### src/hw/rtl/rtt_pkg.sv
// shared types and constants of the replay token table
`default_nettype none
package rtt_pkg;

   // fixed widths of the channel fields
   localparam int TOKEN_W = 64;
   localparam int ADDR_W  = 48;
   localparam int TIME_W  = 32;
   localparam int SLOT_W  = 5;

   // sequencer states
   typedef enum logic [2:0] {
      ST_CLEAR,
      ST_IDLE,
      ST_SCAN,
      ST_LAST,
      ST_DONE
   } rtt_state_type;

   // strobes from the sequencer to the datapath
   typedef struct packed {
      logic req_ready;   // request word may be taken
      logic clear_we;    // clearing pass writes an empty entry
      logic rd_en;       // scan issues a table read
      logic data_vld;    // read data is on the ram output
      logic data_first;  // read data belongs to entry zero
      logic finish;      // commit the update and load the response
   } rtt_ctl_type;

endpackage : rtt_pkg
`default_nettype wire

### src/hw/rtl/rtt_scan.sv
// shared compare unit: token match and oldest entry tracking
`default_nettype none
module rtt_scan #(
   parameter int ENTRIES    = 32,
   parameter int TOKEN_BITS = 64
) (
   input  wire logic                         clock,
   input  wire logic                         reset,
   input  wire rtt_pkg::rtt_ctl_type         ctl,
   input  wire logic [$clog2(ENTRIES)-1:0]   data_idx,
   input  wire logic                         e_valid,
   input  wire logic [TOKEN_BITS-1:0]        e_token,
   input  wire logic [rtt_pkg::ADDR_W-1:0]   e_addr,
   input  wire logic [rtt_pkg::TIME_W-1:0]   e_time,
   input  wire logic [TOKEN_BITS-1:0]        req_token,
   output logic                              found,
   output logic [$clog2(ENTRIES)-1:0]        hit_idx,
   output logic [rtt_pkg::ADDR_W-1:0]        hit_addr,
   output logic [$clog2(ENTRIES)-1:0]        victim_idx
);
   import rtt_pkg::*;

   localparam int IDX_W = $clog2(ENTRIES);

   logic              found_ff;
   logic [IDX_W-1:0]  hit_idx_ff;
   logic [ADDR_W-1:0] hit_addr_ff;
   logic [TIME_W-1:0] best_time_ff;
   logic [IDX_W-1:0]  victim_ff;
   logic              match;
   logic              older;

   assign match = e_valid && (e_token == req_token);
   // strict compare keeps the earliest index on equal times
   assign older = (e_time < best_time_ff);

   always_ff @(posedge clock) begin
      if (reset) begin
         found_ff <= 1'b0;
      end else if (ctl.data_vld) begin
         if (ctl.data_first) begin
            found_ff <= match;
         end else if (match) begin
            found_ff <= 1'b1;
         end
      end
   end

   always_ff @(posedge clock) begin
      if (ctl.data_vld) begin
         // later matches overwrite earlier ones
         if (ctl.data_first || match) begin
            hit_idx_ff  <= data_idx;
            hit_addr_ff <= e_addr;
         end
         if (ctl.data_first || older) begin
            best_time_ff <= e_time;
            victim_ff    <= data_idx;
         end
      end
   end

   assign found      = found_ff;
   assign hit_idx    = hit_idx_ff;
   assign hit_addr   = hit_addr_ff;
   assign victim_idx = victim_ff;

endmodule : rtt_scan
`default_nettype wire

### config.mk
export PLATFORM = sky130hd
export DESIGN_NAME = rtt_scan
export DESIGN_NICKNAME = d
export VERILOG_FILES = /design/src/hw/rtl/rtt_pkg.sv /design/src/hw/rtl/rtt_scan.sv
export SDC_FILE = /design/constraint.sdc
export NUM_CORES = 1
export LEC_CHECK = 0
export ABC_CLOCK_PERIOD_IN_PS = 9570
export BUFFER_PORTS_ARGS = -buffer_cell sky130_fd_sc_hd__buf_2
export CORE_MARGIN = 3
export CORE_UTILIZATION = 40
export CTS_BUF_LIST = sky130_fd_sc_hd__clkbuf_4
export CTS_CLUSTER_DIAMETER = 50
export CTS_CLUSTER_SIZE = 12
export DETAILED_ROUTE_END_ITERATION = 10
export GPL_ROUTABILITY_DRIVEN = 1
export GPL_TIMING_DRIVEN = 0
export PLACE_DENSITY = 0.86
export SLEW_MARGIN = 0
export SYNTH_ARGS = -nofsm -noshare
export SYNTH_HDL_FRONTEND = slang
export SYNTH_SLANG_ARGS = --single-unit
### constraint.sdc
create_clock -name clock -period 9.57 [get_ports clock]
set_input_delay 2.3925 -clock clock [delete_from_list [all_inputs] [get_ports clock]]
set_output_delay 2.3925 -clock clock [all_outputs]
set_load 0.1 [all_outputs]
==> results.md <==
* Status: completed
* Post-Route WL at 12,000 um
* Antenna violations before repair at 1
* Worst skew pair latency at 450 ps
* Slowest cell on the critical path: o21ai_4
* Startpoint types: input pin
* #FFs+latches synth at 91
* Hold path cells at 2
* Final period util at 47.3%
* Initial detailed-routing violation count at 128
* Critical path origin: e_token[17]
* Largest net degree at the start of global routing at 29
* Worst r2r src: best_time_ff[13]
* # resized after CTS at 0
* Core area at 0.0105 mm2
* RSZ-0062 raised after global routing: no
* CP bufs+invs at 2
* Worst EP required at about 9700 ps
* Placed Cells incl. Taps at 730
* DP Area at around 0.006 mm2
* Share of layout cells above drive strength 1 at 49.3%
* Netlist cell types at 35
* Die Area at 0.0122 mm2
* Setup bufs post-CTS at 0
* Cell Count, Final, Fillers Out at 747
* Setup Slack @ Placement at 4560 ps
* Yosys warns at 0
* Critical path, cell by cell: buf_2 > nor2b_1 > or4_4 > nor4_2 > nand4_1 > o21ai_4 > buf_12
* Chip width at 110 um
* Post-Syn Area per Cell at 13.8 um2
* Port bufs at 276
* Nets@finish at 858
* P_leak at roughly 2.8 nW
* Fmax at about 0.22 GHz
* Drt pass-1 iters at 4
* CP Max Fanout at 28
* Die Ht at 110 um
* H-tree Lvls at 3
* Setup Viol. Count Final at 0
* Levels on crit path at 7
* Register area share after synthesis at 62.3%
* Starting Density at about two fifths
* Mapped Area at 0.00437 mm2
* HPWL after detailed placement at 10,300 um
* GRT Total Usage at 19.4%
* Critical Path Max Stage Delay at 750 ps
* Grt total ovfl at 0
* Clock Sinks at 91
* Commonest register cell after synthesis: edfxtp_1
* Final Total Pwr at 0.964 mW
* Synth async-reset ratio at 0%
* CTS Buffer Depth at 2
* Most common cell after layout, fill and taps aside: buf_2
* Routability-driven placement congestion ratio at 0.851
* Final hold viol count at 0
* Pins Over Slew Limit at 0
* CP arrival at 4690 ps
* Worst reg-to-reg setup slack at 6820 ps
* Setup Skew at roughly 14 ps
* CTS tree: done
* Vias at about 3,600
* Antenna viol nets, final at 0
* Max-cap violations at 0
* Design area at 0.00614 mm2
* Synth Instances at 316
* CTS Buf Count at 9
* Critical path type: input pin to flip-flop
* Worst-Margin Slew at 885 ps
* EDFF count, synth at 90
* Layout area overhead at 40.5%
* Final min period at around 4500 ps
* Remaining DRCs at 0
* Setup slack after layout at 5040 ps
* Number of global-route vias before repair at 3,911
* Worst-path clk slew at between 100 and 150 ps
* Row cnt at 37
* Setup crit end kind: flip-flop
* Reg2reg end: victim_idx[3]
* Power per Cell Area at 157 mW/mm2
* Relative slew slack at 40.8%
* First-pass GRT wire length at 18,900 um
* VDD IR-drop max at 0.0967 mV
* Vias/cell at 4.79
* Setup TNS at 0 ps
* Root buffer cell: clkbuf_4
* Most frequent cells in the layout: buf_2 (276), edfxtp_1 (90), inv_1 (40)
* Top-Level Pins at approximately 280
* Syn Nets at about 570
* Routed len/inst at 16.0 um
* Hold-fix buffers at CTS at 0
* Hold Path Class: flip-flop to flip-flop
* Cell count of the worst reg-to-reg path at 8
* Cell family with most CP delay: simple AND/OR/NAND/NOR gates
* Worst Setup EP: hit_idx[3]
-- Yosys cell counts (6+ instances only) --
cell      count  area (um2)
ha_1         31         388
a21oi_1      14        70.1
nor2b_1      20         125
xor2_1       10        87.6
edfxtp_1     90        2700
inv_1        40         150
xnor2_1      34         298
nand4_1      12        75.1
a2111o_1      6        67.6
nand2_1      11        41.3
o21ai_0       6        30.0
-- worst register-to-register path, cell delays in order, from the launching register on --
cell	delay, ps
edfxtp_1	400
inv_1	70
ha_1	250
a21o_1	190
a21o_1	170
a221oi_1	290
o211ai_1	210
a32oi_4	620
buf_16	260
-- stage by stage --
stage               hold slack, ps  utilization (%)
floorplan                      975                -
global placement               485             56.6
detailed placement             496             57.3
CTS                            520             58.6
global route                   546             58.6
finish                         518             58.6
-- worst min path at each step --
stage	startpoint	end	slack, ps
6_report	found	found	520
5_1_grt	found	found	550
4_1_cts	found	found	520
3_5_place_dp	found	found	500
3_3_place_gp	found	found	490
2_1_floorplan	found	found	980
-- power by group --
group	total, mW	leakage, nW	internal, mW	switching [mW]
Combinational	0.280	1.90	0.0831	0.197
Clock	0.204	0.0718	0.0600	0.144
Sequential	0.480	0.866	0.473	0.00673
Total	0.964	2.84	0.616	0.348
-- flip-flops by register name, indices dropped and copies added (netlist names) --
register      flops
hit_idx           5
victim_idx        5
found             1
best_time_ff     32
hit_addr         48
-- layout make-up --
type                    count  area, um2
fillers                   871       4330
flip-flops and latches     91       2720
multi-input cells         185       1520
repair buffers            278       1430
well taps                 136        170
inverters                  40        150
clock inverters             7       70.1
clock buffers               9       67.6
diodes                      1       2.50
-- logic make-up after synthesis --
family                     Yosys count  share of synthesized area [%]
and+or+nand+nor                     67                           9.60
DFF                                 91                           62.3
xor gates and xnor gates            44                           8.83
buffers and inverters               40                           3.44
adders and majority gates           31                           8.88
AOI/OAI and AO/OA                   43                           6.91
-- metal layers --
layer / global-route usage, % / routed length, um / vias up
li1: - / - / 1748
met1: 20.5 / 4310 / 1615
met2: 35.9 / 6380 / 190
met3: 4.93 / 956 / 27
met4: 8.87 / 343 / 0
met5: 0 / 0 / -
(Power assumes the default switching activity.)
