### config.mk
export PLATFORM = sky130hd
export DESIGN_NAME = rtt_ram
export DESIGN_NICKNAME = d
export VERILOG_FILES = /design/src/hw/rtl/rtt_ram.sv
export SDC_FILE = /design/constraint.sdc
export NUM_CORES = 1
export LEC_CHECK = 0
export BUFFER_PORTS_ARGS = -buffer_cell sky130_fd_sc_hd__buf_2
export CAP_MARGIN = 10
export CORE_ASPECT_RATIO = 0.6
export CORE_MARGIN = 5
export CORE_UTILIZATION = 55
export DETAILED_ROUTE_END_ITERATION = 10
export PLACE_DENSITY = 0.72
export SLEW_MARGIN = 5
export SYNTH_ARGS = -nofsm -noshare
export SYNTH_HDL_FRONTEND = slang
export SYNTH_SLANG_ARGS = --single-unit
### constraint.sdc
create_clock -name clock -period 5.88 [get_ports clock]
set_clock_uncertainty 0.15 [all_clocks]
set_input_delay 0.588 -clock clock [delete_from_list [all_inputs] [get_ports clock]]
set_output_delay 0.588 -clock clock [all_outputs]
set_load 0.02 [all_outputs]
### src/hw/rtl/rtt_ram.sv
// generic single write port ram with registered read
`default_nettype none
module rtt_ram #(
   parameter int WIDTH = 8,
   parameter int DEPTH = 32
) (
   input  wire logic                     clock,
   input  wire logic                     wr_en,
   input  wire logic [$clog2(DEPTH)-1:0] wr_addr,
   input  wire logic [WIDTH-1:0]         wr_data,
   input  wire logic                     rd_en,
   input  wire logic [$clog2(DEPTH)-1:0] rd_addr,
   output logic      [WIDTH-1:0]         rd_data
);

   logic [WIDTH-1:0] mem_ff [DEPTH];
   logic [WIDTH-1:0] rd_data_ff;

   always_ff @(posedge clock) begin
      if (wr_en) begin
         mem_ff[wr_addr] <= wr_data;
      end
      if (rd_en) begin
         rd_data_ff <= mem_ff[rd_addr];
      end
   end

   assign rd_data = rd_data_ff;

endmodule : rtt_ram
`default_nettype wire

==> results.toml, run 1 <==
[yosys]
synth_seq_cells = 264
yosysMostFrequentCell = "edfxtp_1"
netlist_area_sq_um = 10100
synthCells = 417
ys_types = 14
synth-edff-count = 264
synth_common_cells = "edfxtp_1 (264), mux4_2 (80), nor2_1 (33), mux2_2 (8)"
ys_seq_area_frac = 0.782
synth_warnings = 0
synth_flop_cell = "edfxtp_1"
syn-num-nets = 438
ys_async_sr_fraction = 0
synth.area.top_cells = "edfxtp_1 (78%), mux4_2 (18%), nor2_1 (1.2%)"
yosysTopAreaCellShare = 0.782
yosysTopAreaCell = "edfxtp_1"
syn_avg_cell_area_sq_um = 24.3

[cts]
clockBufferDepth = 3
root_buffer = "clkbuf_16"
postCtsSetupBuffers = 0
cts_tree = "done"
clkSinkCount = 264
clk_latency_ps = 500
cts_buffers = 24
htree_num_levels = 1
cts_hold_buf = 0
clk_pin_slew_worst_paths_ps = 60
ctsResizeCount = 0

[routing]
postRouteAntennaNets = 0
viasPerCell = 6.45
routedWlPerCell_um = 29.8
drtIter0Drc = 548
drcViolationCount = 0
dr.pass1.iters = 5
dr_total_vias = 4555
routed_wl_um = 21000

[hold_path]
holdCritStartpoint = "rd_en"
holdPathStages = 1
hp-class = "input port to flop"
hold_end = "rd_data[0]$_DFFE_PP_"

[critical_path]
crit_start = "rd_addr[2]"
crit_path_cell_trace = "buf_2 > buf_4 > mux4_2 > mux4_2 > mux2_2"
critPathRequiredTime_ps = 5990
rr_worst_depth = 3
crit_fanout = 41
path_buf_inv = 2
cp.arrival_ps = 3130
max_stage_delay_ps = 780
crit_family = "buffers and inverters"
crit_path_frequent_cell = "mux4_2"
timing.rr.start = "mem_ff[31][4]$_DFFE_PP_"
end_kind = "flop"
crit_slowest_cell = "buf_2"
critPathKind = "input port to flop"
r2r_slack_ps = 3740
critPathLaunchType = "input port"
r2r-end = "rd_data[4]$_DFFE_PP_"

[die]
initial_core_util = 0.561
die_h_um = 115
core-area_sq_um = 18100
ios = 29
floorplan.die.width_um = 185
die_area_sq_um = 21300
rows = 38

[timing]
hold_viol = 0
max_slew_margin = 0.279
slew_viol_final = 0
fmax_ghz = 0.331
finalCritPeriodShare = 0.514
rsz0062_at_grt = "false"
setup_tns_ps = 0
setup_viol = 0
period_needed_ps = 3020
tightest_slew_ps = 1080

[grt]
grt_max_degree = 42
grt_pass1_wl_um = 31300
globalRouteOverflowTotal = 0
grt_util_all_layers = 0.205
first_global_vias = 4519
antenna_found_initial = 0

[pwr]
total_leakage_power_nw = 3.43
vdd_drop_max_mv = 0.204
power_density_nw_per_um2 = 330
total_power_w = 0.00369

[flow_run]
cap_violations = 0

[finish]
fill_cells = 1224
multi_input_area_sq_um = 2100
final_area_sq_um = 11200
regArea_sq_um = 7930
nNetsFinal = 475
area_growth_pct = 10.3
drive_above_1_share = 0.322
diodes = 0

[run_status]
status = "complete, no violations"

[placed_design]
io_buffers = 28
gp_congestion = 0.810
place_area_sq_um = 10500
dp_hpwl_um = 13200
per-stage QoR:
| step | cells | hold WS [ps] | util | worst slack (ps) |
|---|---|---|---|---|
| floorplan | 417 | 537 | - | 3200 |
| global placement | 668 | 804 | 0.581 | 2370 |
| detailed placement | 668 | 828 | 0.581 | 2310 |
| CTS | 706 | 307 | 0.619 | 2850 |
| global route | 706 | 308 | 0.619 | 2730 |
| finish | 706 | 338 | 0.619 | 2860 |
report_power, final:
group / switching, W / internal (W) / total, W
clock network: 0.000619 / 0.000765 / 0.00138
logic: 0.000118 / 0.0000812 / 0.000199
registers: 0.00000940 / 0.00210 / 0.00211
total: 0.000746 / 0.00295 / 0.00369
worst max-delay path by stage:
stage               slack, ps  cells past startpoint              endpoint
floorplan                3200                      5  rd_data[0]$_DFFE_PP_
finish                   2860                      5  rd_data[3]$_DFFE_PP_
detailed placement       2310                      5  rd_data[5]$_DFFE_PP_
CTS                      2850                      5  rd_data[5]$_DFFE_PP_
global placement         2370                      5  rd_data[4]$_DFFE_PP_
global route             2730                      5  rd_data[4]$_DFFE_PP_
sequential cells by signal, summed over array words and instances (netlist names):
register and count:
mem_ff 256, rd_data 8
metal layers:
| layer | vias to the layer above | global-route usage | share of wire |
|---|---|---|---|
| li1 | 1855 | - | - |
| met1 | 2441 | 0.341 | 0.44 |
| met2 | 237 | 0.279 | 0.43 |
| met3 | 22 | 0.0620 | 0.12 |
| met4 | 0 | 0.0259 | 0.010 |
| met5 | - | 0 | 0 |
cells in the final DEF (no fill, tap or decap):
cell type,count
edfxtp_1,264
nor2_1,33
clkbuf_16,25
buf_4,4
mux4_2,80
nand2_1,1
mux2_2,8
or3b_2,3
clkinv_2,1
clkinvlp_4,1
clkinv_4,1
nand3_1,2
or3_1,1
clkbuf_1,3
buf_2,27
nand3b_1,5
clkinv_1,7
cells by family (layout without fill, tap and decap cells):
kind of cell | count (synthesis) | count (layout) | synth area share
simple gates | 45 | 45 | 0.0205
flops | 264 | 264 | 0.782
mux | 88 | 88 | 0.187
buf+inv | 20 | 69 | 0.0105
layout make-up:
cell class	count	area share
Clock buffer	28	0.0570
Multi-Input combinational cell	133	0.188
Timing Repair Buffer	31	0.0148
Sequential cell	264	0.709
Tap cell	240	0.0269
Clock inverter	10	0.00425
worst register-to-register path, cell delays in order, from the launching register on:
cell	delay, ps
edfxtp_1	370
mux4_2	550
mux4_2	530
mux2_2	290
No activity file was read; power rests on OpenSTA's default activity.
==> run 2, diff against run 1 <==
--- a/config.mk
+++ b/config.mk
@@ -11,7 +11,7 @@
 export CORE_MARGIN = 5
 export CORE_UTILIZATION = 55
 export DETAILED_ROUTE_END_ITERATION = 10
-export PLACE_DENSITY = 0.72
+export PLACE_DENSITY = 0.75
 export SLEW_MARGIN = 5
 export SYNTH_ARGS = -nofsm -noshare
 export SYNTH_HDL_FRONTEND = slang
==> constraint.sdc (replaced) <==
create_clock -name clock -period 2.73 [get_ports clock]
set_clock_uncertainty 0.15 [all_clocks]
set_input_delay 0.273 -clock clock [delete_from_list [all_inputs] [get_ports clock]]
set_output_delay 0.273 -clock clock [all_outputs]
set_load 0.02 [all_outputs]
==> run 2 against run 1 <==
- cell area is 3.6% higher
- sequential cell count did not move
- die area did not move
- power rose by 130%
- via count increased by 1.9%
- setup slack lost 2200 ps
- hold slack worse by 190 ps
- sequential share of layout area decreased by 2.5 points
- count of clock-buffer cells in the layout stayed put
- critical path depth decreased by 2
- critical endpoint is now rd_data[6]$_DFFE_PP_
- largest cell class unchanged
- largest power group unchanged
==> results.toml, run 2 (synthesis gave the netlist of run 1 again) <==
[cts]
postCtsSetupBuffers = 0
cts_tree = "done"
clk_latency_ps = 510
clkSinkCount = 264
htree_num_levels = 1
ctsResizeCount = 0
clk_pin_slew_worst_paths_ps = 70
root_buffer = "clkbuf_16"
cts_buffers = 23
clockBufferDepth = 3

[critical_path]
rr_worst_depth = 3
max_stage_delay_ps = 550
critPathRequiredTime_ps = 2830
crit_path_cell_trace = "mux4_2 > mux4_2 > mux2_2"
critPathKind = "flop to flop"
r2r_slack_ps = 620
end_kind = "flop"
crit_slowest_cell = "mux4_2"
crit_family = "multiplexers"
critPathLaunchType = "flop"
crit_path_frequent_cell = "mux4_2"
cp.depth = 3
crit_fanout = 1
path_buf_inv = 0
cp.arrival_ps = 2210

[finish]
nNetsFinal = 506
area_growth_pct = 14.3
regMostFlops = "mem_ff"
layout_common_cells = "edfxtp_1 (264), mux4_2 (80), nor2_1 (33)"
stdcell_count = 741
final_area_sq_um = 11600
drive_above_1_share = 0.371
largest_reg_flops = 256
regArea_sq_um = 7930
diodes = 0
multi_input_area_sq_um = 2100
final_common_cell = "edfxtp_1"
fill_cells = 1176

[die]
ios = 29
floorplan.die.width_um = 185
initial_core_util = 0.561
rows = 38
die_h_um = 115
die_area_sq_um = 21300
core-area_sq_um = 18100

[placed_design]
dpl.cell_count = 699
gp_congestion = 0.779
dp_hpwl_um = 13200
io_buffers = 28
place_area_sq_um = 10800

[flow_run]
cap_violations = 0

[timing]
rsz0062_at_grt = "false"
period_needed_ps = 2110
tightest_slew_ps = 841
slew_viol_final = 0
hold_viol = 0
fmax_ghz = 0.474
setup_viol = 0
max_slew_margin = 0.438
finalCritPeriodShare = 0.772
setup_tns_ps = 0

[grt]
globalRouteOverflowTotal = 0
grt_util_all_layers = 0.209
grt_max_degree = 37
first_global_vias = 4639
grt_pass1_wl_um = 31700
antenna_found_initial = 1

[run_status]
status = "complete, no violations"

[routing]
routedWlPerCell_um = 29.0
dr_total_vias = 4643
postRouteAntennaNets = 0
viasPerCell = 6.27
drcViolationCount = 0
dr.pass1.iters = 5
routed_wl_um = 21500
drtIter0Drc = 541

[pwr]
total_power_w = 0.00838
total_leakage_power_nw = 3.68
vdd_drop_max_mv = 0.569
power_density_nw_per_um2 = 724

[hold_path]
holdPathStages = 2
hp-class = "input port to flop"
==> run 2: changes by cell type in the layout (fill, tap and decap cells not counted) <==
| cell | change |
|---|---|
| buf_12 | +5 |
| buf_4 | +26 |
| bufinv_16 | +5 |
| clkbuf_1 | +2 |
| clkbuf_16 | -2 |
| clkinv_1 | -4 |
| clkinv_2 | +4 |
| clkinv_4 | -1 |
| clkinvlp_4 | -1 |
| dlygate4sd3_1 | +1 |
==> run 2: per-stage QoR <==
step | hold slack, ps | worst slack, ps | utilization
after global routing | 129 | 579 | 0.641
after global placement | 499 | 240 | 0.597
final | 144 | 622 | 0.641
after detailed placement | 493 | 215 | 0.597
after CTS | 122 | 606 | 0.641
after floorplan | 222 | 365 | -
==> run 2: repair_timing <==
item,4_1_cts,5_1_grt
hold endpoints to repair,8,0
hold buffers,1,0
setup endpoints to repair,0,0
==> run 2: routing by layer <==
layer,global-route usage,vias to the layer above,routed length (um)
met5,0,-,0
met4,0.0303,0,304
met3,0.0569,29,2200
met2,0.297,239,9540
met1,0.340,2459,9480
li1,-,1916,-
==> run 2: where the power goes <==
part           switching, W  leakage (nW)  internal, W  total [W]
logic              0.000259         0.913     0.000192   0.000452
registers         0.0000217          2.38      0.00452    0.00454
clock network       0.00136         0.384      0.00202    0.00338
total               0.00164          3.68      0.00674    0.00838
==> run 2: final timing paths <==
check / to / start
setup / recovery: rd_data[6]$_DFFE_PP_ / mem_ff[23][6]$_DFFE_PP_
hold / removal: rd_data[2]$_DFFE_PP_ / rd_addr[3]
setup reg to reg: rd_data[6]$_DFFE_PP_ / mem_ff[23][6]$_DFFE_PP_
hold reg to reg: rd_data[4]$_DFFE_PP_ / mem_ff[16][4]$_DFFE_PP_
==> run 2: area by class of cell <==
type / instances / share of cell area
Sequential cell: 264 / 0.685
Clock buffer: 28 / 0.0513
Timing Repair Buffer: 63 / 0.0406
Clock inverter: 13 / 0.0161
Multi-Input combinational cell: 133 / 0.181
Tap cell: 240 / 0.0259
==> run 2: worst reg2reg max path: cells and delay by family (launching register included) <==
kind          cells  cell delay, ps
multiplexers      3            1310
flip-flops        1             390
==> run 3, diff against run 2 <==
--- a/config.mk
+++ b/config.mk
@@ -11,7 +11,7 @@
 export CORE_MARGIN = 5
 export CORE_UTILIZATION = 55
 export DETAILED_ROUTE_END_ITERATION = 10
-export PLACE_DENSITY = 0.75
+export PLACE_DENSITY = 0.72
 export SLEW_MARGIN = 5
 export SYNTH_ARGS = -nofsm -noshare
 export SYNTH_HDL_FRONTEND = slang
==> constraint.sdc (replaced) <==
create_clock -name clock -period 2.1 [get_ports clock]
set_clock_uncertainty 0.15 [all_clocks]
set_input_delay 0.21 -clock clock [delete_from_list [all_inputs] [get_ports clock]]
set_output_delay 0.21 -clock clock [all_outputs]
set_load 0.02 [all_outputs]
==> run 3 against run 2 <==
- critical path depth unchanged
- via count up 3.0%
- global-route usage up 1.3 points
- count of clock-buffer cells in the layout up 3
- core utilization up 0.34 points
- sequential power up 30%
- largest cell class unchanged
==> results.toml, run 3 (synthesis gave the netlist of run 1 again) <==
[finish]
largest_reg_flops = 256
diodes = 0
final_util = 0.644
regMostFlops = "mem_ff"
nNetsFinal = 520
area_growth_pct = 14.9
fill_cells = 1185
layout_common_cells = "edfxtp_1 (264), mux4_2 (80), buf_4 (42)"
stdcell_count = 755
drive_above_1_share = 0.383
final_common_cell = "edfxtp_1"

[pwr]
sw_frac_of_total = 0.206
total_leakage_power_nw = 3.72
vdd_drop_max_mv = 0.779
seqPwrFrac = 0.556
power.share.combinational = 0.058
power_density_nw_per_um2 = 913
p_int_w = 0.00844
p_sw_w = 0.00219
clkPwrFrac = 0.386

[timing]
setup_tns_ps = 0
tightest_slew_ps = 714
fmax_ghz = 0.478
whs_ps = 68.3
slew_viol_final = 0
finalCritPeriodShare = 0.996
hold_viol = 0
period_needed_ps = 2090
rsz0062_at_grt = "true"
setup_viol = 0
max_slew_margin = 0.524

[grt]
grt_max_degree = 34
first_global_vias = 4768
globalRouteOverflowTotal = 0
grt_pass1_wl_um = 33100
grt_util_all_layers = 0.222
antenna_found_initial = 1

[cts]
cts_tree = "done"
root_buffer = "clkbuf_16"
clk_latency_ps = 520
clkSinkCount = 264
htree_num_levels = 1
clk_pin_slew_worst_paths_ps = 60
postCtsSetupBuffers = 0
cts_buffers = 24
clockBufferDepth = 3

[routing]
route.met2.wl_um = 9500
dr.pass1.iters = 5
routed_wl_um = 22700
wl_met1_um = 9560
met3_wirelength_um = 3280
drtIter0Drc = 590
drcViolationCount = 0
top_layer = "met4"
routedWlPerCell_um = 30.0
dr_total_vias = 4783
viasPerCell = 6.34
postRouteAntennaNets = 0

[die]
initial_core_util = 0.561
floorplan.die.width_um = 185
die_area_sq_um = 21300
core-area_sq_um = 18100
ios = 29
rows = 38
die_h_um = 115

[critical_path]
cp.arrival_ps = 2210
max_stage_delay_ps = 520
crit_path_frequent_cell = "mux4_2"
rr_worst_depth = 3
crit_path_cell_trace = "mux4_2 > mux4_2 > mux2_2"
critPathLaunchType = "flop"
critPathRequiredTime_ps = 2220
critPathKind = "flop to flop"
end_kind = "flop"
crit_fanout = 1
crit_slowest_cell = "mux4_2"

[run_status]
status = "complete, no violations"

[placed_design]
io_buffers = 28
gp_congestion = 0.838
dpl.cell_count = 712
dp_hpwl_um = 14500

[hold_path]
hp-class = "input port to flop"
holdPathStages = 2

[flow_run]
cap_violations = 0
## run 3: repair_timing
action | 4_1_cts | 5_1_grt
resized for setup | 0 | 1
hold buffers | 1 | 0
setup endpoints to repair | 0 | 3
hold endpoints to repair | 8 | 0
## run 3: final timing paths
path,slack [ps],to,startpoint
max,9,rd_data[3]$_DFFE_PP_,mem_ff[13][3]$_DFFE_PP_
min,70,rd_data[4]$_DFFE_PP_,rd_addr[3]
max reg2reg,9,rd_data[3]$_DFFE_PP_,mem_ff[13][3]$_DFFE_PP_
min reg2reg,840,rd_data[4]$_DFFE_PP_,mem_ff[21][4]$_DFFE_PP_
## run 3: worst max-delay path: cells and delay by family (launching register included)
family	cells	cell delay, ps
muxes	3	1290
DFF	1	410
## run 3: cell type report
type,instances,area [sq um],area share
Clock inverter,11,80.1,0.00688
Tap cell,240,300,0.0258
Clock buffer,31,648,0.0557
Multi-Input combinational cell,133,2100,0.181
Sequential cell,264,7930,0.681
Timing Repair Buffer,76,581,0.0499
## run 3: routing by layer
layer,vias up,track usage
li1,1951,-
met1,2501,0.358
met2,308,0.296
met3,23,0.0838
met4,0,0.0406
met5,-,0
## run 3: stage by stage
stage                     power, W  instance area (sq um)  setup slack (ps)
after floorplan            0.00636                  10200              3.64
after global placement     0.00662                  10900              -327
after detailed placement   0.00664                  10900              -314
after CTS                   0.0107                  11600              15.0
after global routing        0.0110                  11600             -19.8
final                       0.0106                  11600              9.13
## run 3: power groups by stage
stage | Clock [W] | Combinational [W] | Sequential [W]
3_3_place_gp | 0 | 0.000599 | 0.00602
5_1_grt | 0.00440 | 0.000652 | 0.00591
3_5_place_dp | 0 | 0.000611 | 0.00602
4_1_cts | 0.00416 | 0.000619 | 0.00591
2_1_floorplan | 0 | 0.000338 | 0.00603
6_report | 0.00410 | 0.000617 | 0.00591
