<file path="src/hw/rtl/rtt_pkg.sv">
// shared types and constants of the replay token table
`default_nettype none
package rtt_pkg;

   // fixed widths of the channel fields
   localparam int TOKEN_W = 64;
   localparam int ADDR_W  = 48;
   localparam int TIME_W  = 32;
   localparam int SLOT_W  = 5;

   // sequencer states
   typedef enum logic [2:0] {
      ST_CLEAR,
      ST_IDLE,
      ST_SCAN,
      ST_LAST,
      ST_DONE
   } rtt_state_type;

   // strobes from the sequencer to the datapath
   typedef struct packed {
      logic req_ready;   // request word may be taken
      logic clear_we;    // clearing pass writes an empty entry
      logic rd_en;       // scan issues a table read
      logic data_vld;    // read data is on the ram output
      logic data_first;  // read data belongs to entry zero
      logic finish;      // commit the update and load the response
   } rtt_ctl_type;

endpackage : rtt_pkg
`default_nettype wire

</file>
<file path="src/hw/rtl/rtt_ctrl.sv">
// sequencer: clearing pass, table scan and commit
`default_nettype none
module rtt_ctrl #(
   parameter int ENTRIES = 32
) (
   input  wire logic                       clock,
   input  wire logic                       reset,
   input  wire logic                       req_valid,
   input  wire logic                       out_free,
   output rtt_pkg::rtt_ctl_type            ctl,
   output logic [$clog2(ENTRIES)-1:0]      idx,
   output logic [$clog2(ENTRIES)-1:0]      data_idx
);
   import rtt_pkg::*;

   localparam int IDX_W = $clog2(ENTRIES);
   localparam logic [IDX_W-1:0] LAST_IDX = IDX_W'(ENTRIES - 1);

   rtt_state_type    state_ff, state_in;
   logic [IDX_W-1:0] cnt_ff, cnt_in;
   logic             data_vld_ff;
   logic [IDX_W-1:0] data_idx_ff;
   logic             cnt_last;

   assign cnt_last = (cnt_ff == LAST_IDX);

   // next state
   always_comb begin
      state_in = state_ff;
      unique case (state_ff)
         ST_CLEAR: if (cnt_last) state_in = ST_IDLE;
         ST_IDLE:  if (req_valid) state_in = ST_SCAN;
         ST_SCAN:  if (cnt_last) state_in = ST_LAST;
         ST_LAST:  state_in = ST_DONE;
         ST_DONE:  if (out_free) state_in = ST_IDLE;
         default:  state_in = ST_CLEAR;
      endcase
   end

   // outputs
   always_comb begin
      ctl = '0;
      unique case (state_ff)
         ST_CLEAR: ctl.clear_we = 1'b1;
         ST_IDLE:  ctl.req_ready = 1'b1;
         ST_SCAN:  ctl.rd_en = 1'b1;
         ST_LAST:  ctl.finish = 1'b0;
         ST_DONE:  ctl.finish = out_free;
         default:  ctl = '0;
      endcase
      ctl.data_vld   = data_vld_ff;
      ctl.data_first = (data_idx_ff == '0);
   end

   always_comb begin
      cnt_in = cnt_ff;
      if (state_ff == ST_CLEAR || state_ff == ST_SCAN) begin
         cnt_in = cnt_last ? '0 : cnt_ff + 1'b1;
      end
   end

   always_ff @(posedge clock) begin
      if (reset) begin
         state_ff    <= ST_CLEAR;
         cnt_ff      <= '0;
         data_vld_ff <= 1'b0;
      end else begin
         state_ff    <= state_in;
         cnt_ff      <= cnt_in;
         data_vld_ff <= (state_ff == ST_SCAN);
      end
   end

   always_ff @(posedge clock) begin
      data_idx_ff <= cnt_ff;
   end

   assign idx      = cnt_ff;
   assign data_idx = data_idx_ff;

endmodule : rtt_ctrl
`default_nettype wire

</file>
<file path="config.mk">
export PLATFORM = sky130hd
export DESIGN_NAME = rtt_ctrl
export DESIGN_NICKNAME = d
export VERILOG_FILES = /design/src/hw/rtl/rtt_pkg.sv /design/src/hw/rtl/rtt_ctrl.sv
export SDC_FILE = /design/constraint.sdc
export NUM_CORES = 1
export LEC_CHECK = 0
export ABC_AREA = 1
export BUFFER_PORTS_ARGS = -buffer_cell sky130_fd_sc_hd__buf_2
export CORE_AREA = 5 5 43 45
export DETAILED_ROUTE_END_ITERATION = 10
export DIE_AREA = 0 0 48 50
export PLACE_DENSITY = 0.73
export SLEW_MARGIN = 40
export SYNTH_ARGS = -nofsm -noshare
export SYNTH_HDL_FRONTEND = slang
export SYNTH_SLANG_ARGS = --single-unit
</file>
<file path="constraint.sdc">
create_clock -name clock -period 1.5 [get_ports clock]
set_input_delay 0.15 -clock clock [delete_from_list [all_inputs] [get_ports clock]]
set_output_delay 0.15 -clock clock [all_outputs]
set_load 0.005 [all_outputs]
</file>
==> results.ini, run 1 <==
[final_layout]
flow.area_growth_from_synthesis_pct = 22.1
nets = 103
n_fill_cell = 134
finish.instance_area_um2 = 732
diodes = 0
drive_above_1_share = 0.347

[pwr]
power.switching_fraction = 0.395
clock_power_share = 0.153
total_leakage_power_nw = 0.375
sequential_power_share = 0.412
internal_power_w = 0.000833
total_switching_power_w = 0.000544
max-vdd-ir-drop_mv = 0.625
pwr_per_cell_area_mw_per_mm2 = 1880
power.combinational.fraction = 0.435

[global_routing]
grt_pass1_wl_mm = 2.03
track_usage = 0.116
antenna_violations_before_repair = 0
grt_pass1_vias = 465
total_congestion_overflow_after_global_routing = 0
grt.met3_usage = 0.0218
gr-usage-met1 = 0.143
globalRoute.busiestLayer = met2
grt_use_met2 = 0.178
grt_max_degree = 8

[cts]
cts_num_sinks = 14
clkSlewWorstSetupHoldPaths_ps = 80
cts_hold_buf = 0
cts_max_path_buffers = 2
cts_inserted_buffers = 3
cts-htree-levels = 1
cts.root.buffer_cell = clkbuf_4
tritoncts = done
clkLatencyLatePin_ps = 280

[floorplan]
initial_core_utilization = 0.417
ios = 20
die_span_y_um = 50
num_rows = 14
coreArea_mm2 = 0.00144
floorplan.die.width_um = 48
dieArea_mm2 = 0.00240

[synth]
netlist_area_um2 = 599
netlist-cell-type-count = 18
ys_ff_latch = 14
post_syn_instances = 74
synth.cells.most_frequent = dfxtp_1, inv_1, nand2_1, nor2_1, nand3_1
synthArstFlopShare = 0
synth_top_flop_cell = dfxtp_1
largest_cells_by_area_after_synthesis = dfxtp_1, inv_1, nand2_1
syn-mean-instance-area_um2 = 8.10
number_of_nets_produced_by_synthesis = 80
seq_area_frac_synth = 0.468
synthMostInstantiatedCell = dfxtp_1
netlist.top_cell.by_area = dfxtp_1
proportion_of_netlist_area_held_by_the_largest_area_contributor = 0.468
synth_enable_flop_cells = 0
synth-warning-count = 0

[worst_setup_path]
crit_path_max_fanout = 6
setup.worst_path.start = state_ff[1]$_SDFFE_PP0P_
worst_setup_path_end_kind = primary output
worstPathArrival_ps = 1210
cp-start-kind = register
worst_reg2reg_path_startpoint = idx[0]$_SDFFE_PP0P_
required_ps = 1350
kind_of_critical_path = reg -> out

[detailed_routing]
first_iter_violations = 5
remaining_routing_drc_violations = 0
ant_nets = 0
drt_pass1_iterations = 4
detailed_route_wl_mm = 1.23
vias_per_cell = 4.77
wl_per_cell_um = 11.1
vias = 530

[run_status]
outcome = finished, final reports clean

[sta]
fmax_mhz = 735
grt_setup_unrepaired = no
timing.final.crit_share = 0.907
setup_tns_final_ps = 0
worstMarginPinSlew_ps = 253
finalMaxSlewViolations = 0
report.final.hold_viol_count = 0
worst_slew_margin_rel = 0.831
clock-skew-final_ps = 8.04
timing.final.setup_violations = 0
final_period_minus_worst_setup_slack_ps = 1360

[place]
dpl.hpwl_um = 991
placement.cell_area_um2 = 707
finalWeightedCongestion = 0.756
io_buffers = 19

[worst_hold_path]
hold_path_startpoint = reset
worst_hold_path_type = in -> reg

[run]
maxCapViolations = 0

cell families (layout without fill, tap and decap cells):
kind of cell | count (synthesis) | in the layout | share of synthesized area
fa+ha+maj | 2 | 2 | 0.0417
buf+inv | 15 | 36 | 0.100
xor+xnor | 1 | 1 | 0.0146
compound gates | 10 | 10 | 0.100
flops | 14 | 14 | 0.468
simple gates | 32 | 32 | 0.276
flip-flops by register name, summed over array words and instances (netlist names):
name and flops:
data_vld_ff 1, data_idx 5, state_ff 3, idx 5
worst max-delay path: stages, from the launching register on:
cell and delay [ps]:
dfxtp_1 380, nor2_2 200, inv_1 90, nor3_1 120, buf_2 130
metrics by stage:
step	setup WS, ps	power [W]	utilization	std cells	hold slack, ps
3_5_place_dp	121	0.00117	0.492	108	390
6_report	139	0.00138	0.510	111	118
3_3_place_gp	208	0.00116	0.492	108	371
5_1_grt	24.2	0.00149	0.510	111	106
2_1_floorplan	231	0.000961	-	74	212
4_1_cts	107	0.00137	0.508	111	120
routing by layer:
metal	share of wire	routed length, µm
met5	0	0
met3	0.065	80
met1	0.42	514
met2	0.49	599
met4	0.031	38
timing repair:
item                       in CTS  in global routing
setup endpoints to repair       0                  1
gates resized for setup         0                  2
setup buffers                   0                  0
cells in the final DEF (no fill, tap or decap):
master    synthesis  layout
xor2_1            1       1
dfxtp_2           0       2
nand2_1           9       9
a21oi_1           4       4
a21oi_2           2       2
inv_1            12      12
dfxtp_1          14      12
nand3_1           5       5
nor3b_1           1       1
nor3_1            3       3
nor2_2            1       1
o21ai_0           3       3
inv_2             2       2
nand3_2           1       1
o21a_1            1       1
clkbuf_4          0       3
nor2_1            9       9
buf_2             0      19
ha_1              2       2
nand2_4           3       3
path summary, 6_finish.rpt:
check                         to  slack, ps  cells after the start
max reg2reg  idx[0]$_SDFFE_PP0P_        180                      8
max                       ctl[0]        140                      4
min reg2reg  data_idx[3]$_DFF_P_        390                      0
min          idx[3]$_SDFFE_PP0P_        120                      2
power groups by stage:
stage          Sequential, W  Clock, W  Combinational, W
3_5_place_dp        0.000570         0          0.000601
2_1_floorplan       0.000565         0          0.000397
3_3_place_gp        0.000563         0          0.000595
4_1_cts             0.000563  0.000204          0.000606
5_1_grt             0.000584  0.000229          0.000678
6_report            0.000567  0.000211          0.000599
final cells by class:
type	instances	area, µm²	share of cell area
clock buffers	3	22.5	0.0308
inverters	14	52.6	0.0718
multi-input cells	45	259	0.354
repair buffers	19	95.1	0.130
well taps	16	20.0	0.0274
flip-flops and latches	14	283	0.386
Power figures use the tool's default switching activity.
==> inputs of run 2 (changes only) <==
PLACE_DENSITY = 0.79   (was 0.73)
==> results.ini, run 2 (synthesized netlist as in run 1, its figures left out) <==
[detailed_routing]
remaining_routing_drc_violations = 0  ; unchanged
wl_per_cell_um = 10.2  ; -8.3%
first_iter_violations = 8  ; +3
vias = 531  ; +0.19%
ant_nets = 0  ; unchanged
detailed_route_wl_mm = 1.14  ; -7.5%
drt_pass1_iterations = 3  ; -1
vias_per_cell = 4.74  ; -0.71%

[sta]
clock-skew-final_ps = 2.22  ; -5.82 ps
grt_setup_unrepaired = no
worstMarginPinSlew_ps = 245  ; -7.86 ps
report.final.hold_viol_count = 0  ; unchanged
timing.final.setup_violations = 0  ; unchanged
final_period_minus_worst_setup_slack_ps = 1330  ; -25.6 ps
timing.final.crit_share = 0.890  ; -0.0170
finalMaxSlewViolations = 0  ; unchanged
worst_slew_margin_rel = 0.836  ; +0.00525
fmax_mhz = 749  ; +1.9%
setup_tns_final_ps = 0  ; unchanged
worst_hold_slack_ps = 110  ; -7.93 ps

[global_routing]
track_usage = 0.115  ; -0.00130
grt_max_degree = 9  ; +1
grt_pass1_wl_mm = 2.02  ; -0.35%
globalRoute.busiestLayer = met2
total_congestion_overflow_after_global_routing = 0  ; unchanged
grt_pass1_vias = 503  ; +8.2%
grt_use_met2 = 0.196  ; +0.0176
grt.met3_usage = 0.0218  ; unchanged
antenna_violations_before_repair = 0  ; unchanged
gr-usage-met1 = 0.122  ; -0.0214

[final_layout]
diodes = 0  ; unchanged
finish.instance_area_um2 = 743  ; +1.5%
mostFrequentLayoutCells = buf_2, dfxtp_1, inv_1
nets = 103  ; unchanged
fin_util = 0.517  ; +0.00784
drive_above_1_share = 0.333  ; -0.0140
flow.area_growth_from_synthesis_pct = 24.0
most_common_cell_after_layout_fill_and_taps_aside = buf_2
final_cells = 112  ; +0.90%
n_fill_cell = 132  ; -1.5%

[floorplan]
ios = 20  ; unchanged
num_rows = 14  ; unchanged
coreArea_mm2 = 0.00144  ; unchanged
initial_core_utilization = 0.417  ; unchanged
dieArea_mm2 = 0.00240  ; unchanged
die_span_y_um = 50  ; unchanged
floorplan.die.width_um = 48  ; unchanged

[worst_setup_path]
worstPathArrival_ps = 1520  ; +310 ps
number_of_buffer_and_inverter_stages_on_the_critical_path = 2  ; unchanged
worst_reg2reg_path_startpoint = idx[0]$_SDFFE_PP0P_
cp-start-kind = register
critPathTopFamily = flip-flops
kind_of_critical_path = reg -> reg
critical-path-slowest-cell = dfxtp_1
critical_path_depth = 8  ; +4
worst_setup_path_end_kind = register
crit_path_max_fanout = 6  ; unchanged
timing.critical_path.cells = ha_1 > nand2_1 > nor2_1 > ha_1 > inv_1 > nand2_4 > inv_2 > o21a_1
setup.worst_path.start = idx[0]$_SDFFE_PP0P_
rr_worst_depth = 8  ; unchanged
critPathMaxStageDelay_ps = 410  ; +30 ps
path_common_cell = ha_1
required_ps = 1680  ; +330 ps

[run_status]
outcome = finished, final reports clean

[place]
placement.cell_area_um2 = 707  ; unchanged
placed_cells = 108  ; unchanged
io_buffers = 19  ; unchanged
finalWeightedCongestion = 0.756  ; unchanged
dpl.hpwl_um = 925  ; -6.7%

[cts]
cts.root.buffer_cell = clkbuf_4
post_cts_resized = 0  ; unchanged
clkSlewWorstSetupHoldPaths_ps = 80  ; about the same
post-cts-setup-buffers = 0  ; unchanged
cts_hold_buf = 0  ; unchanged
clkLatencyLatePin_ps = 280  ; about the same
cts_num_sinks = 14  ; unchanged
cts_inserted_buffers = 3  ; unchanged
cts_max_path_buffers = 2  ; unchanged
cts-htree-levels = 1  ; unchanged
tritoncts = done

[pwr]
total_leakage_power_nw = 0.382  ; +1.8%
power.switching_fraction = 0.379  ; -0.0157
pwr_per_cell_area_mw_per_mm2 = 1910  ; +1.5%
power.combinational.fraction = 0.416  ; -0.019
max-vdd-ir-drop_mv = 0.628  ; +0.41%
total_switching_power_w = 0.000538  ; -1.1%
clock_power_share = 0.191  ; +0.038
sequential_power_share = 0.393  ; -0.019
internal_power_w = 0.000880  ; +5.7%

[run]
maxCapViolations = 0  ; unchanged

[worst_hold_path]
min_path_cells = 2  ; unchanged
worst_hold_path_type = in -> reg
hold_path_startpoint = reset

run 2: cell count changes in the layout (fill, tap and decap cells not counted):
cell,before,now
dfxtp_2,2,0
clkbuf_8,0,1
dfxtp_1,12,14
run 2: path summary, 6_finish.rpt:
| kind | to | slack, ps |
|---|---|---|
| setup / recovery | idx[0]$_SDFFE_PP0P_ | 170 |
| hold / removal | idx[3]$_SDFFE_PP0P_ | 110 |
| setup reg to reg | idx[0]$_SDFFE_PP0P_ | 170 |
| hold reg to reg | data_idx[3]$_DFF_P_ | 390 |
run 2: cell type report:
type,count,area (µm²),area share
multi-input combinational,45,259,0.348
inverter,14,52.6,0.0707
clock buffer,4,36.3,0.0488
tap,16,20.0,0.0269
timing repair buffer,19,95.1,0.128
sequential,14,280,0.377
run 2: power by group through the flow:
stage               Sequential (W)  Clock, W  Combinational, W
floorplan                 0.000565         0          0.000397
global placement          0.000562         0          0.000593
detailed placement        0.000569         0          0.000593
CTS                       0.000560  0.000280          0.000601
global route              0.000576  0.000304          0.000672
finish                    0.000558  0.000271          0.000590
run 2: layer usage:
| layer | routed length (µm) | share of wire |
|---|---|---|
| met2 | 619 | 0.54 |
| met5 | 0 | 0 |
| met3 | 59 | 0.052 |
| met1 | 440 | 0.39 |
| met4 | 19 | 0.017 |
run 2: metrics by stage:
step | power, W | worst slack, ps
2_1_floorplan | 0.000961 | 231
3_3_place_gp | 0.00116 | 210
3_5_place_dp | 0.00116 | 160
4_1_cts | 0.00144 | 147
5_1_grt | 0.00155 | 42.9
6_report | 0.00142 | 165
==> inputs of run 3 (changes only) <==
ABC_AREA = 0   (was 1)
CORE_AREA = 5 5 51 53   (was 5 5 43 45)
DIE_AREA = 0 0 56 58   (was 0 0 48 50)
PLACE_DENSITY = 0.59   (was 0.79)
REMOVE_ABC_BUFFERS = 1   (was default)
==> results.ini, run 3 <==
[pwr]
total_leakage_power_nw = 0.368  ; -3.7%
max-vdd-ir-drop_mv = 0.462  ; -26%
pwr_per_cell_area_mw_per_mm2 = 891  ; -53%

[synth]
synthArstFlopShare = 0  ; unchanged
post_syn_instances = 61  ; -18%
netlist.top_cell.by_area = dfxtp_1
proportion_of_netlist_area_held_by_the_largest_area_contributor = 0.493  ; +0.0258
netlist-cell-type-count = 26  ; +8
synth.cells.most_frequent = dfxtp_1, nor2_1, a21oi_1
syn-mean-instance-area_um2 = 9.31  ; +15%
synth_enable_flop_cells = 0  ; unchanged
synthMostInstantiatedCell = dfxtp_1
netlist_area_um2 = 568  ; -5.2%
largest_cells_by_area_after_synthesis = dfxtp_1, a21oi_1, nor2_1
synth_top_flop_cell = dfxtp_1
ys_ff_latch = 14  ; unchanged
seq_area_frac_synth = 0.493  ; +0.0258
synth-warning-count = 0  ; unchanged

[floorplan]
initial_core_utilization = 0.270  ; -0.147
ios = 20  ; unchanged
coreArea_mm2 = 0.00211  ; +47%
die_span_y_um = 58  ; +16%
num_rows = 17  ; +3
dieArea_mm2 = 0.00325  ; +35%
floorplan.die.width_um = 56  ; +17%

[cts]
cts_inserted_buffers = 3  ; unchanged
clkSlewWorstSetupHoldPaths_ps = 80  ; about the same
cts.root.buffer_cell = clkbuf_4
cts-htree-levels = 1  ; unchanged
tritoncts = done
cts_max_path_buffers = 2  ; unchanged
cts_hold_buf = 0  ; unchanged
clkLatencyLatePin_ps = 280  ; about the same
cts_num_sinks = 14  ; unchanged

[global_routing]
grt_pass1_wl_mm = 2.08  ; +2.7%
antenna_violations_before_repair = 0  ; unchanged
total_congestion_overflow_after_global_routing = 0  ; unchanged
track_usage = 0.0816  ; -0.0331
grt_max_degree = 11  ; +2
grt_pass1_vias = 487  ; -3.2%

[detailed_routing]
first_iter_violations = 5  ; -3
vias_per_cell = 4.64  ; -2.1%
drt_pass1_iterations = 4  ; +1
vias = 543  ; +2.3%
wl_per_cell_um = 11.9  ; +17%
ant_nets = 0  ; unchanged
detailed_route_wl_mm = 1.39  ; +22%
remaining_routing_drc_violations = 0  ; unchanged

[place]
placement.setup.worst_slack_ps = -96.4  ; -256 ps
io_buffers = 19  ; unchanged
placed_cells = 112  ; +3.7%
dpl.hpwl_um = 969  ; +4.8%
finalWeightedCongestion = 0.809  ; +7.0%

[worst_setup_path]
worstPathArrival_ps = 1330  ; -190 ps
required_ps = 1350  ; -330 ps
worst_setup_path_end_kind = primary output
cp-start-kind = register
rr_worst_depth = 5  ; -3
crit_path_max_fanout = 2  ; -4
kind_of_critical_path = reg -> out
rrSetupSlack_ps = 30  ; -140 ps
worst_reg2reg_path_startpoint = idx[0]$_SDFFE_PP0P_
worst_r2r_endpoint = idx[2]$_SDFFE_PP0P_

[final_layout]
fin_util = 0.392  ; -0.125
diodes = 0  ; unchanged
mostFrequentLayoutCells = buf_2, dfxtp_1, buf_4
most_common_cell_after_layout_fill_and_taps_aside = buf_2
flow.area_growth_from_synthesis_pct = 45.4
nets = 96  ; -6.8%
n_fill_cell = 219  ; +66%
drive_above_1_share = 0.506  ; +0.172
sequential_cell_area_um2 = 284  ; +1.3%
multi_input_comb_area_um2 = 297  ; +14%
final_cells = 117  ; +4.5%

[run_status]
outcome = finished, final reports clean

[sta]
setup_ws_ps = 17.4  ; -148 ps
clock-skew-final_ps = 2.51  ; +0.296 ps
timing.final.setup_violations = 0  ; unchanged
report.final.hold_viol_count = 0  ; unchanged
worst_slew_margin_rel = 0.838  ; +0.00133
finalMaxSlewViolations = 0  ; unchanged
fmax_mhz = 674  ; -10%
worstMarginPinSlew_ps = 240  ; -5.04 ps
grt_setup_unrepaired = yes
final_period_minus_worst_setup_slack_ps = 1480  ; +148 ps
timing.final.crit_share = 0.988  ; +0.0984

[run]
maxCapViolations = 0  ; unchanged

[worst_hold_path]
timing.hold.worst_endpoint = state_ff[0]$_SDFFE_PP0P_
worst_hold_path_type = in -> reg
min_path_cells = 4  ; +2
hold_path_startpoint = req_valid

run 3: changes by cell type after synthesis, sizes merged, moves of 3 or more:
| cell | delta |
|---|---|
| buf | +3 |
| inv | -13 |
| nand2 | -7 |
| nand3 | -5 |
| nor2 | -3 |
run 3: logic make-up after synthesis:
family          after synthesis  synth area share
buf+inv                       6            0.0727
flops                        14             0.493
compound gates               11             0.106
fa+ha+maj                     2            0.0440
mux                           1            0.0176
simple gates                 27             0.267
run 3: repair_timing:
action,CTS,global route
setup endpoints to repair,2,4
pin swaps,3,4
gates resized for setup,5,8
setup buffers,1,0
run 3: power breakdown:
group	total (W)	switching [W]	internal [W]
registers	0.000396	0.00000995	0.000386
logic	0.0000738	0.0000336	0.0000401
clock network	0.000266	0.000118	0.000148
run 3: how the worst max path moves through the flow:
stage                     depth (start not counted)             endpoint           startpoint  slack (ps)
final                                             3               ctl[1]  data_idx[4]$_DFF_P_          20
after global routing                              3               ctl[1]  data_idx[4]$_DFF_P_         -50
after CTS                                         5  idx[3]$_SDFFE_PP0P_  idx[0]$_SDFFE_PP0P_          -6
after detailed placement                          5  idx[2]$_SDFFE_PP0P_  idx[0]$_SDFFE_PP0P_        -100
after global placement                            5  idx[2]$_SDFFE_PP0P_  idx[0]$_SDFFE_PP0P_         -70
after floorplan                                   5  idx[2]$_SDFFE_PP0P_  idx[0]$_SDFFE_PP0P_        -150
run 3: through the flow:
step                      cell area (µm²)  hold slack (ps)  total power (W)  setup TNS, ps
after floorplan                       531              219         0.000425           -286
after CTS                             793              154         0.000737          -6.15
after global routing                  826              158         0.000776          -83.1
final                                 826              160         0.000736              0
after global placement                728              387         0.000466           -120
after detailed placement              728              388         0.000467           -177
run 3: final cells by class:
cell class,count,share of cell area
Multi-Input combinational cell,41,0.359
Sequential cell,14,0.344
Inverter,1,0.00455
Clock buffer,4,0.0439
Timing Repair Buffer,29,0.206
Tap cell,28,0.0424
run 3: worst max-delay path, cell delays in order (launching register included):
cell	delay [ps]
dfxtp_2	320
or4_4	520
nor2_2	100
buf_2	110
run 3: metal layers:
metal	share of wire	vias to the layer above	track usage	wire [µm]
met5	0	-	0	0
met4	0	0	0.0203	0
met3	0.11	0	0.0535	156
met2	0.47	31	0.140	655
met1	0.42	242	0.0826	581
li1	-	270	-	-
